<file path="src/rtl/core/rpf_pkg.sv">
// Package for the request pattern filter: sizes, pattern constants and verdict codes.
`default_nettype none

package rpf_pkg;

  // Byte limit per request and derived counter width
  localparam int unsigned MaxRequestBytes = 4096;
  localparam int unsigned CntW            = $clog2(MaxRequestBytes + 1);

  // History depth in bytes (window is history plus the current byte)
  localparam int unsigned HistDepth = 20;
  localparam int unsigned HistW     = HistDepth * 8;
  localparam int unsigned WinW      = HistW + 8;

  // Pattern lengths in bytes
  localparam int unsigned LenUnion  = 12;
  localparam int unsigned LenOneEq  = 3;
  localparam int unsigned LenScript = 8;
  localparam int unsigned LenJs     = 11;
  localparam int unsigned LenDrop   = 10;
  localparam int unsigned LenVerify = 14;
  localparam int unsigned LenFprint = 21;

  // Patterns, first character in the top byte, last character in the bottom byte
  localparam logic [LenUnion*8-1:0]  PatUnion  = "UNION SELECT";
  localparam logic [LenOneEq*8-1:0]  PatOneEq  = "1=1";
  localparam logic [LenScript*8-1:0] PatScript = "<script>";
  localparam logic [LenJs*8-1:0]     PatJs     = "javascript:";
  localparam logic [LenDrop*8-1:0]   PatDrop   = "DROP TABLE";
  localparam logic [LenVerify*8-1:0] PatVerify = "/api/qr/verify";
  localparam logic [LenFprint*8-1:0] PatFprint = "X-Device-Fingerprint:";

  // Verdict codes
  typedef enum logic [1:0] {
    VerdictPass       = 2'd0,
    VerdictMalicious  = 2'd1,
    VerdictNoFprint   = 2'd2,
    VerdictVerified   = 2'd3
  } verdict_e;

endpackage

`default_nettype wire

</file>
<file path="src/rtl/core/rpf_if.sv">
// Stream interfaces of the request pattern filter: byte input and verdict output.
`default_nettype none

interface rpf_in_if;
  logic       valid;
  logic       ready;
  logic [7:0] request_byte;
  logic       is_last;

  modport source (output valid, output request_byte, output is_last, input ready);
  modport sink   (input valid, input request_byte, input is_last, output ready);
endinterface

interface rpf_out_if;
  logic       valid;
  logic       ready;
  logic [1:0] verdict;

  modport source (output valid, output verdict, input ready);
  modport sink   (input valid, input verdict, output ready);
endinterface

`default_nettype wire

</file>
<file path="src/rtl/core/request_pattern_filter.sv">
// Top level of the request pattern filter: byte register, parallel match, verdict register.
// The byte marked last passes the input register, then its verdict is held in the verdict register.
// Throughput: one byte per cycle; the input register stalls only when a verdict
//   word waits in the output register and a second last byte is ready behind it.
// All seven patterns are compared in parallel against the 20-byte history and the new byte.
// Reset (rst_ni low, asynchronous) clears history, byte count, match flags and both valids.
`default_nettype none

module request_pattern_filter (
  input  wire        clk_i,
  input  wire        rst_ni,
  rpf_in_if.sink     req_i,
  rpf_out_if.source  res_o
);
  import rpf_pkg::*;

  // Input register
  logic       s1_valid_q;
  logic [7:0] s1_byte_q;
  logic       s1_last_q;
  logic       advance;

  // Request state
  logic [HistW-1:0] hist_q, hist_d;
  logic [CntW-1:0]  taken_q, taken_d;
  logic             attack_q, attack_d;
  logic             endpoint_q, endpoint_d;
  logic             fprint_q, fprint_d;
  logic             ended_q, ended_d;

  // Output register
  logic     out_valid_q;
  verdict_e verdict_q, verdict_d;

  // Match logic
  logic [WinW-1:0] win;
  logic            ended_now;
  logic            take;
  logic            hit_attack, hit_endpoint, hit_fprint;
  logic            attack_all, endpoint_all, fprint_all;

  // A stage-1 word moves on unless it is a last byte facing a full, stalled output
  assign advance   = s1_valid_q & (~s1_last_q | ~out_valid_q | res_o.ready);
  assign req_i.ready = ~s1_valid_q | advance;

  always_ff @(posedge clk_i or negedge rst_ni) begin
    if (!rst_ni) begin
      s1_valid_q <= 1'b0;
    end else if (req_i.ready) begin
      s1_valid_q <= req_i.valid;
    end
  end

  always_ff @(posedge clk_i) begin
    if (req_i.valid && req_i.ready) begin
      s1_byte_q <= req_i.request_byte;
      s1_last_q <= req_i.is_last;
    end
  end

  // Window: newest byte in the bottom byte lane
  assign win       = {hist_q, s1_byte_q};
  assign ended_now = ended_q | (taken_q >= CntW'(MaxRequestBytes)) | (s1_byte_q == 8'd0);
  assign take      = ~ended_now;

  assign hit_attack = (win[LenUnion*8-1:0]  == PatUnion)  |
                      (win[LenOneEq*8-1:0]  == PatOneEq)  |
                      (win[LenScript*8-1:0] == PatScript) |
                      (win[LenJs*8-1:0]     == PatJs)     |
                      (win[LenDrop*8-1:0]   == PatDrop);
  assign hit_endpoint = (win[LenVerify*8-1:0] == PatVerify);
  assign hit_fprint   = (win[LenFprint*8-1:0] == PatFprint);

  assign attack_all   = attack_q   | (take & hit_attack);
  assign endpoint_all = endpoint_q | (take & hit_endpoint);
  assign fprint_all   = fprint_q   | (take & hit_fprint);

  // Next request state; a last byte returns everything to the reset values
  always_comb begin
    hist_d     = hist_q;
    taken_d    = taken_q;
    attack_d   = attack_all;
    endpoint_d = endpoint_all;
    fprint_d   = fprint_all;
    ended_d    = ended_now;
    if (take) begin
      hist_d  = {hist_q[HistW-9:0], s1_byte_q};
      taken_d = taken_q + CntW'(1);
    end
    if (s1_last_q) begin
      hist_d     = '0;
      taken_d    = '0;
      attack_d   = 1'b0;
      endpoint_d = 1'b0;
      fprint_d   = 1'b0;
      ended_d    = 1'b0;
    end
  end

  always_ff @(posedge clk_i or negedge rst_ni) begin
    if (!rst_ni) begin
      hist_q     <= '0;
      taken_q    <= '0;
      attack_q   <= 1'b0;
      endpoint_q <= 1'b0;
      fprint_q   <= 1'b0;
      ended_q    <= 1'b0;
    end else if (advance) begin
      hist_q     <= hist_d;
      taken_q    <= taken_d;
      attack_q   <= attack_d;
      endpoint_q <= endpoint_d;
      fprint_q   <= fprint_d;
      ended_q    <= ended_d;
    end
  end

  // Verdict priority: attack, then endpoint with or without fingerprint
  always_comb begin
    if (attack_all) begin
      verdict_d = VerdictMalicious;
    end else if (endpoint_all) begin
      verdict_d = fprint_all ? VerdictVerified : VerdictNoFprint;
    end else begin
      verdict_d = VerdictPass;
    end
  end

  always_ff @(posedge clk_i or negedge rst_ni) begin
    if (!rst_ni) begin
      out_valid_q <= 1'b0;
    end else if (advance && s1_last_q) begin
      out_valid_q <= 1'b1;
    end else if (res_o.ready) begin
      out_valid_q <= 1'b0;
    end
  end

  always_ff @(posedge clk_i) begin
    if (advance && s1_last_q) begin
      verdict_q <= verdict_d;
    end
  end

  assign res_o.valid   = out_valid_q;
  assign res_o.verdict = verdict_q;

  // Checks
  a_clear_after_last: assert property (@(posedge clk_i) disable iff (!rst_ni)
    (advance && s1_last_q) |=> (taken_q == '0) && !attack_q && !endpoint_q
                               && !fprint_q && !ended_q)
    else $error("request state not cleared after last byte");

  a_count_limit: assert property (@(posedge clk_i) disable iff (!rst_ni)
    taken_q <= CntW'(MaxRequestBytes))
    else $error("byte count beyond limit");

  a_end_sticky: assert property (@(posedge clk_i) disable iff (!rst_ni)
    $fell(ended_q) |-> $past(advance && s1_last_q))
    else $error("scan end dropped within a request");

  a_verdict_source: assert property (@(posedge clk_i) disable iff (!rst_ni)
    (out_valid_q && !$past(out_valid_q)) |-> $past(advance && s1_last_q))
    else $error("verdict word without a last byte");

  a_no_overwrite: assert property (@(posedge clk_i) disable iff (!rst_ni)
    (out_valid_q && !res_o.ready) |-> !(advance && s1_last_q))
    else $error("pending verdict word overwritten");

endmodule

`default_nettype wire

</file>
<file path="src/flat_wrapper.sv">
// flat-port wrapper written by rule: the top's interface ports become plain ports
module request_pattern_filter_flat import rpf_pkg::*;
  (clk_i, rst_ni, req_i_valid, req_i_request_byte, req_i_is_last, req_i_ready, res_o_valid, res_o_verdict, res_o_ready);
  rpf_in_if req_i_i ();
  rpf_out_if res_o_i ();
  input  wire clk_i;
  input  wire rst_ni;
  input wire logic [$bits(req_i_i.valid)-1:0] req_i_valid;
  input wire logic [$bits(req_i_i.request_byte)-1:0] req_i_request_byte;
  input wire logic [$bits(req_i_i.is_last)-1:0] req_i_is_last;
  output wire logic [$bits(req_i_i.ready)-1:0] req_i_ready;
  output wire logic [$bits(res_o_i.valid)-1:0] res_o_valid;
  output wire logic [$bits(res_o_i.verdict)-1:0] res_o_verdict;
  input wire logic [$bits(res_o_i.ready)-1:0] res_o_ready;
  assign req_i_i.valid = req_i_valid;
  assign req_i_i.request_byte = req_i_request_byte;
  assign req_i_i.is_last = req_i_is_last;
  assign req_i_ready = req_i_i.ready;
  assign res_o_valid = res_o_i.valid;
  assign res_o_verdict = res_o_i.verdict;
  assign res_o_i.ready = res_o_ready;
  request_pattern_filter u_core (.clk_i(clk_i), .rst_ni(rst_ni), .req_i(req_i_i), .res_o(res_o_i));
endmodule
</file>
<file path="config.mk">
export PLATFORM = sky130hd
export DESIGN_NAME = request_pattern_filter_flat
export DESIGN_NICKNAME = d
export VERILOG_FILES = /design/src/rtl/core/rpf_pkg.sv /design/src/rtl/core/rpf_if.sv /design/src/rtl/core/request_pattern_filter.sv /design/src/flat_wrapper.sv
export SDC_FILE = /design/constraint.sdc
export NUM_CORES = 1
export LEC_CHECK = 0
export BUFFER_PORTS_ARGS = -buffer_cell sky130_fd_sc_hd__buf_2
export CORE_MARGIN = 5
export CORE_UTILIZATION = 44
export CTS_CLUSTER_DIAMETER = 100
export DETAILED_ROUTE_END_ITERATION = 10
export GPL_TIMING_DRIVEN = 0
export PLACE_DENSITY = 0.63
export SYNTH_ARGS = -nofsm -noshare
export SYNTH_HDL_FRONTEND = slang
export SYNTH_SLANG_ARGS = --single-unit
</file>
<file path="constraint.sdc">
create_clock -name clk_i -period 3.13 [get_ports clk_i]
set_input_delay 0.313 -clock clk_i [delete_from_list [all_inputs] [get_ports clk_i]]
set_output_delay 0.313 -clock clk_i [all_outputs]
set_load 0.02 [all_outputs]
</file>
# Word level (Yosys, flattened, before mapping)
# Cells that the tools add are included.
# word_totals
ff_bits	190
inputBits	13
output_inout_bits	4
elab_cells	61
# op_classes
add_sub_neg	1
n_lt_le_gt_ge	1
eq_ne	8
mux	12
n_bitwise	21
reduce_logical	6
# ops
operator	count
2-to-1 mux 160 bit	2
== test 168 x 167 -> 1 bit, second input constant	1
== test 112 x 110 -> 1 bit, second input constant	1
== test 96 x 95 -> 1 bit, second input constant	1
== test 88 x 87 -> 1 bit, second input constant	1
== test 80 x 79 -> 1 bit, second input constant	1
== test 64 x 62 -> 1 bit, second input constant	1
2-to-1 mux 13 bit	2
== test 24 x 22 -> 1 bit, second input constant	1
adder 13 x 1 -> 13 bit, second input constant	1
greater-or-equal comparator 13 bit, second input constant	1
OR 1 bit	12
zero test 8 bit	1
2-to-1 mux 1 bit	8
NOT 1 bit	5
bitwise AND 1 bit	4
logical AND 1 bit	2
inequality test 2 x 1 -> 1 bit, second input constant	1
AND reduction 2 bit	1
nonzero test 2 bit	1
OR reduction 2 bit	1

# Logic depth before layout (Yosys ltp)
# depth
word_depth	8
depth_mapped	8
mapped_depth_nobuf	6

# Least setup slack after synthesis
# Ideal clock, no wire load.
# synth_path
path_kind	register to register
from	register u_core.hist_q[20]
to	register u_core.verdict_q[1] (netlist: u_core.res_o.verdict[1]) (data pin)
setup_time_ns	0.255
arrival_ns	1.976
required_ns	2.875
slack_ns	0.899
stages_incl_launch_ff	7
path_buffers	0
synth_period_minus_slack_ns	2.231
cell_sequence	dfrtp_1 > or3b_1 > nor4_2 > or4b_1 > nor4_1 > a41oi_1 > and3b_1
# synth_via
elab_chain_len	8
elab_cells_between_ends	15
cone_classes	eq/ne: 5; bitwise: 9; reduce/logical: 1
# synth_lines
item	line_no	source
start: declaration	request_pattern_filter.sv:24	logic [HistW-1:0] hist_q, hist_d;
start signal: assignment	request_pattern_filter.sv:109	hist_q <= hist_d;
== test 96 x 95 -> 1 bit	request_pattern_filter.sv:66	assign hit_attack = (win[LenUnion*8-1:0] == PatUnion) |
OR 1 bit	request_pattern_filter.sv:66	
OR 1 bit	request_pattern_filter.sv:67	(win[LenOneEq*8-1:0] == PatOneEq) |
OR 1 bit	request_pattern_filter.sv:68	(win[LenScript*8-1:0] == PatScript) |
OR 1 bit	request_pattern_filter.sv:69	(win[LenJs*8-1:0] == PatJs) |
bitwise AND 1 bit	request_pattern_filter.sv:74	assign attack_all = attack_q | (take & hit_attack);
OR 1 bit	request_pattern_filter.sv:74	
OR reduction 2 bit (no source line) (*)	n/a	
end signal: assignment	request_pattern_filter.sv:141	verdict_q <= verdict_d;
end: declaration	request_pattern_filter.sv:33	verdict_e verdict_q, verdict_d;
# Every way passes the cells marked *; elsewhere a longest branch is shown, timed or not.
# A chain may end at the register's enable or synchronous reset.

# Final worst setup path
# Same ends and word-level chain as after synthesis.

==> impl_metrics.yaml <==
pwr:
  total_leakage_power_nw: 3.93
  switching_share_pct: 25.3
  internal-power_mw: 3.85
  combPwrFrac_pct: 7.5
  ir_worst_vdd_v: 0.000507
  p_seq_share_pct: 50.6
  p_total_mw: 5.16
  p_per_area_mw_per_mm2: 577
  clock_power_share_pct: 41.9
  switchingPower_mw: 1.31
critical_path:
  critPathRequiredTime_ps: 3310
  worstSetupStartpointType: "register"
  arrival_ps: 3110
  endpoint_kind: "register"
  rrSetupSlack_ps: 200
  r2r_cells: 6
  critical_path_class: "reg -> reg"
  rr_endpoint: "u_core.res_o.verdict[1]$_SDFFCE_PP0P_"
  crit_fanout: 5
  r2r_start: "u_core.hist_q[20]$_DFFE_PN0P_"
global_route:
  grt-ovfl-total: 0
  grt_pass1_vias: 5845
  antenna_found_initial: 0
  track_usage_pct: 20.9
  grt_pass1_wl_mm: 33.4
  grt_max_degree: 130
final_layout:
  multi_input_area_mm2: 0.00293
  area_delta_synth_final_pct: 12.5
  seq_area_mm2: 0.00481
  antennaDiodeCount: 0
  fin_cells: 888
  layout_common_cells: "179 x dfrtp_1, 161 x a22o_1, 25 x buf_2"
  fin_nets: 660
  layout.cells.most_common: "dfrtp_1"
  drive_gt1_share_pct: 11.4
  stdcell_area_mm2: 0.00894
  fin_util_pct: 50.0
  fillers: 1578
placed_design:
  hpwlAfterDp_mm: 14.2
  portBuffers: 16
  placedCellCount: 855
  place_area_mm2: 0.00835
  place.gp.congestion: 0.929
worst_hold_path:
  hp-class: "in -> reg"
  min_to: "u_core.s1_byte_q[7]$_DFFE_PP_"
  hp-start: "req_i_request_byte[7]"
  holdPathStages: 1
timing:
  fin_crit_sh_pct: 93.7
  hold_slack_ps: 51.4
  worstMarginPinSlew_ps: 786
  setup_viol: 0
  finalHoldViolations: 0
  rsz0062_at_grt: "false"
  final_max_slew_viol_count: 0
  fmax_ghz: 0.341
  fin_crit_ps: 2930
  finClkSkew_ps: 10.3
  max_slew_margin_pct: 47.1
floorplanning:
  start_util_pct: 44.4
  die_x_um: 144
  num_rows: 49
  die_h_um: 144
  die_area_mm2: 0.0208
  ios: 17
  fp.coreArea_mm2: 0.0179
logic_synthesis:
  ys_seq_area_share_pct: 60.5
  synth-seq-cells: 190
  avgSynthCellArea_um2: 13.1
  synth-edff-count: 11
  syn-instance-count: 609
  ys.flop_type: "dfrtp_1"
  synth_top_area_share_pct: 56.4
  synth_top_area_cell: "dfrtp_1"
  synth_fp_nets: 623
  synth_area_mm2: 0.00795
  synthTopCellsByArea: "dfrtp_1 56%, a22o_1 18%, edfxtp_1 4.2%"
  ys_warn_count: 0
  synth.distinct_cells: 51
  synth-async-reset-ratio_pct: 94.2
drt:
  viasPerCell: 6.42
  vias: 5699
  drtIter0Drc: 503
  wl_mm: 20.4
  ant_nets: 0
  drc: 0
  firstDrtPassIters: 5
  detail_route.wl_per_cell_um: 22.9
clock_tree:
  cts-buffers-inserted: 17
  clock_sinks: 190
  htreeDepth: 4
  cts-resized-gates: 0
  cts-root-buf: "clkbuf_16"
  cts_tree: "built"
  post-cts-setup-buffers: 0
  cts-hold-fix-buffers: 1
  clk_pin_slew_worst_paths_ps: 70
  clock_path_buffers: 2
  clock_latency_ps: 430
status:
  status: "completed"
run:
  maxCapViolCount: 0
synth_stat cells (7+ instances only):
| cell | n |
|---|---|
| nor4b_1 | 7 |
| nor2_1 | 17 |
| buf_2 | 10 |
| dfrtp_1 | 179 |
| nor2b_1 | 10 |
| nand4_1 | 22 |
| nor3_1 | 12 |
| edfxtp_1 | 11 |
| nor3b_1 | 7 |
| nand4b_1 | 8 |
| buf_4 | 11 |
| clkbuf_1 | 15 |
| a22o_1 | 161 |
| nor4_1 | 14 |
| nand2_1 | 17 |
| nor4bb_1 | 23 |
power groups by stage:
stage	Combinational, mW	Sequential (mW)	Clock, mW
6_report	0.385	2.61	2.16
5_1_grt	0.430	2.62	2.31
4_1_cts	0.390	2.61	2.20
3_5_place_dp	0.389	2.65	0
3_3_place_gp	0.369	2.65	0
2_1_floorplan	0.245	2.63	0
through the flow:
| step | setup WS (ps) | setup TNS [ps] |
|---|---|---|
| 2_1_floorplan | 899 | 0 |
| 3_3_place_gp | -899 | -157830 |
| 3_5_place_dp | 174 | 0 |
| 4_1_cts | 163 | 0 |
| 5_1_grt | 101 | 0 |
| 6_report | 197 | 0 |
layer usage:
metal / wire length [um] / up-vias / part of all wire, % / GRT usage, %
met5: 0 / - / 0 / 0
li1: - / 2508 / - / -
met3: 980 / 40 / 4.8 / 4.86
met4: 471 / 0 / 2.3 / 6.77
met2: 9060 / 157 / 44 / 30.4
met1: 9840 / 2994 / 48 / 31.1
critical path: stages, from the launching register on:
cell and delay [ps]:
dfrtp_1 450, or3b_1 420, nor4_2 330, or4b_1 470
nor4_1 500, a41oi_1 260, and3b_1 260
worst max-delay path by stage:
stage / startpoint / depth (start not counted) / slack, ps / end
6_report: u_core.hist_q[20]$_DFFE_PN0P_ / 6 / 200 / u_core.res_o.verdict[1]$_SDFFCE_PP0P_
5_1_grt: u_core.hist_q[20]$_DFFE_PN0P_ / 6 / 100 / u_core.res_o.verdict[1]$_SDFFCE_PP0P_
3_3_place_gp: rst_ni / 1 / -900 / u_core.taken_q[4]$_DFFE_PN0P_
3_5_place_dp: u_core.hist_q[20]$_DFFE_PN0P_ / 6 / 170 / u_core.res_o.verdict[1]$_SDFFCE_PP0P_
2_1_floorplan: u_core.hist_q[20]$_DFFE_PN0P_ / 6 / 900 / u_core.res_o.verdict[1]$_SDFFCE_PP0P_
4_1_cts: u_core.hist_q[20]$_DFFE_PN0P_ / 6 / 160 / u_core.res_o.verdict[1]$_SDFFCE_PP0P_
area by class of cell:
| class | count | area share, % |
|---|---|---|
| sequential | 190 | 53.8 |
| multi-input combinational | 378 | 32.8 |
| clock buffer | 21 | 5.04 |
| tap | 229 | 3.20 |
| buffer | 37 | 2.15 |
| clock inverter | 11 | 1.47 |
| timing repair buffer | 18 | 1.43 |
| inverter | 4 | 0.168 |
state kept, by name, indices dropped and copies added (netlist names):
register / count
u_core.res_o.verdict: 2
u_core.s1_valid_q: 1
u_core.res_o.valid: 1
u_core.attack_q: 1
u_core.s1_byte_q: 8
u_core.taken_q: 13
u_core.s1_last_q: 1
u_core.hist_q: 160
u_core.fprint_q: 1
u_core.endpoint_q: 1
u_core.ended_q: 1
cells by family after synthesis:
group / after synthesis / share of synthesized area [%]
DFF: 190 / 60.5
AOI/OAI and AO/OA: 186 / 20.2
and+or+nand+nor: 184 / 15.8
buffers and inverters: 41 / 2.61
xor gates and xnor gates: 7 / 0.771
adders and majority gates: 1 / 0.157
Note: power is estimated with default switching activity, not from simulation.
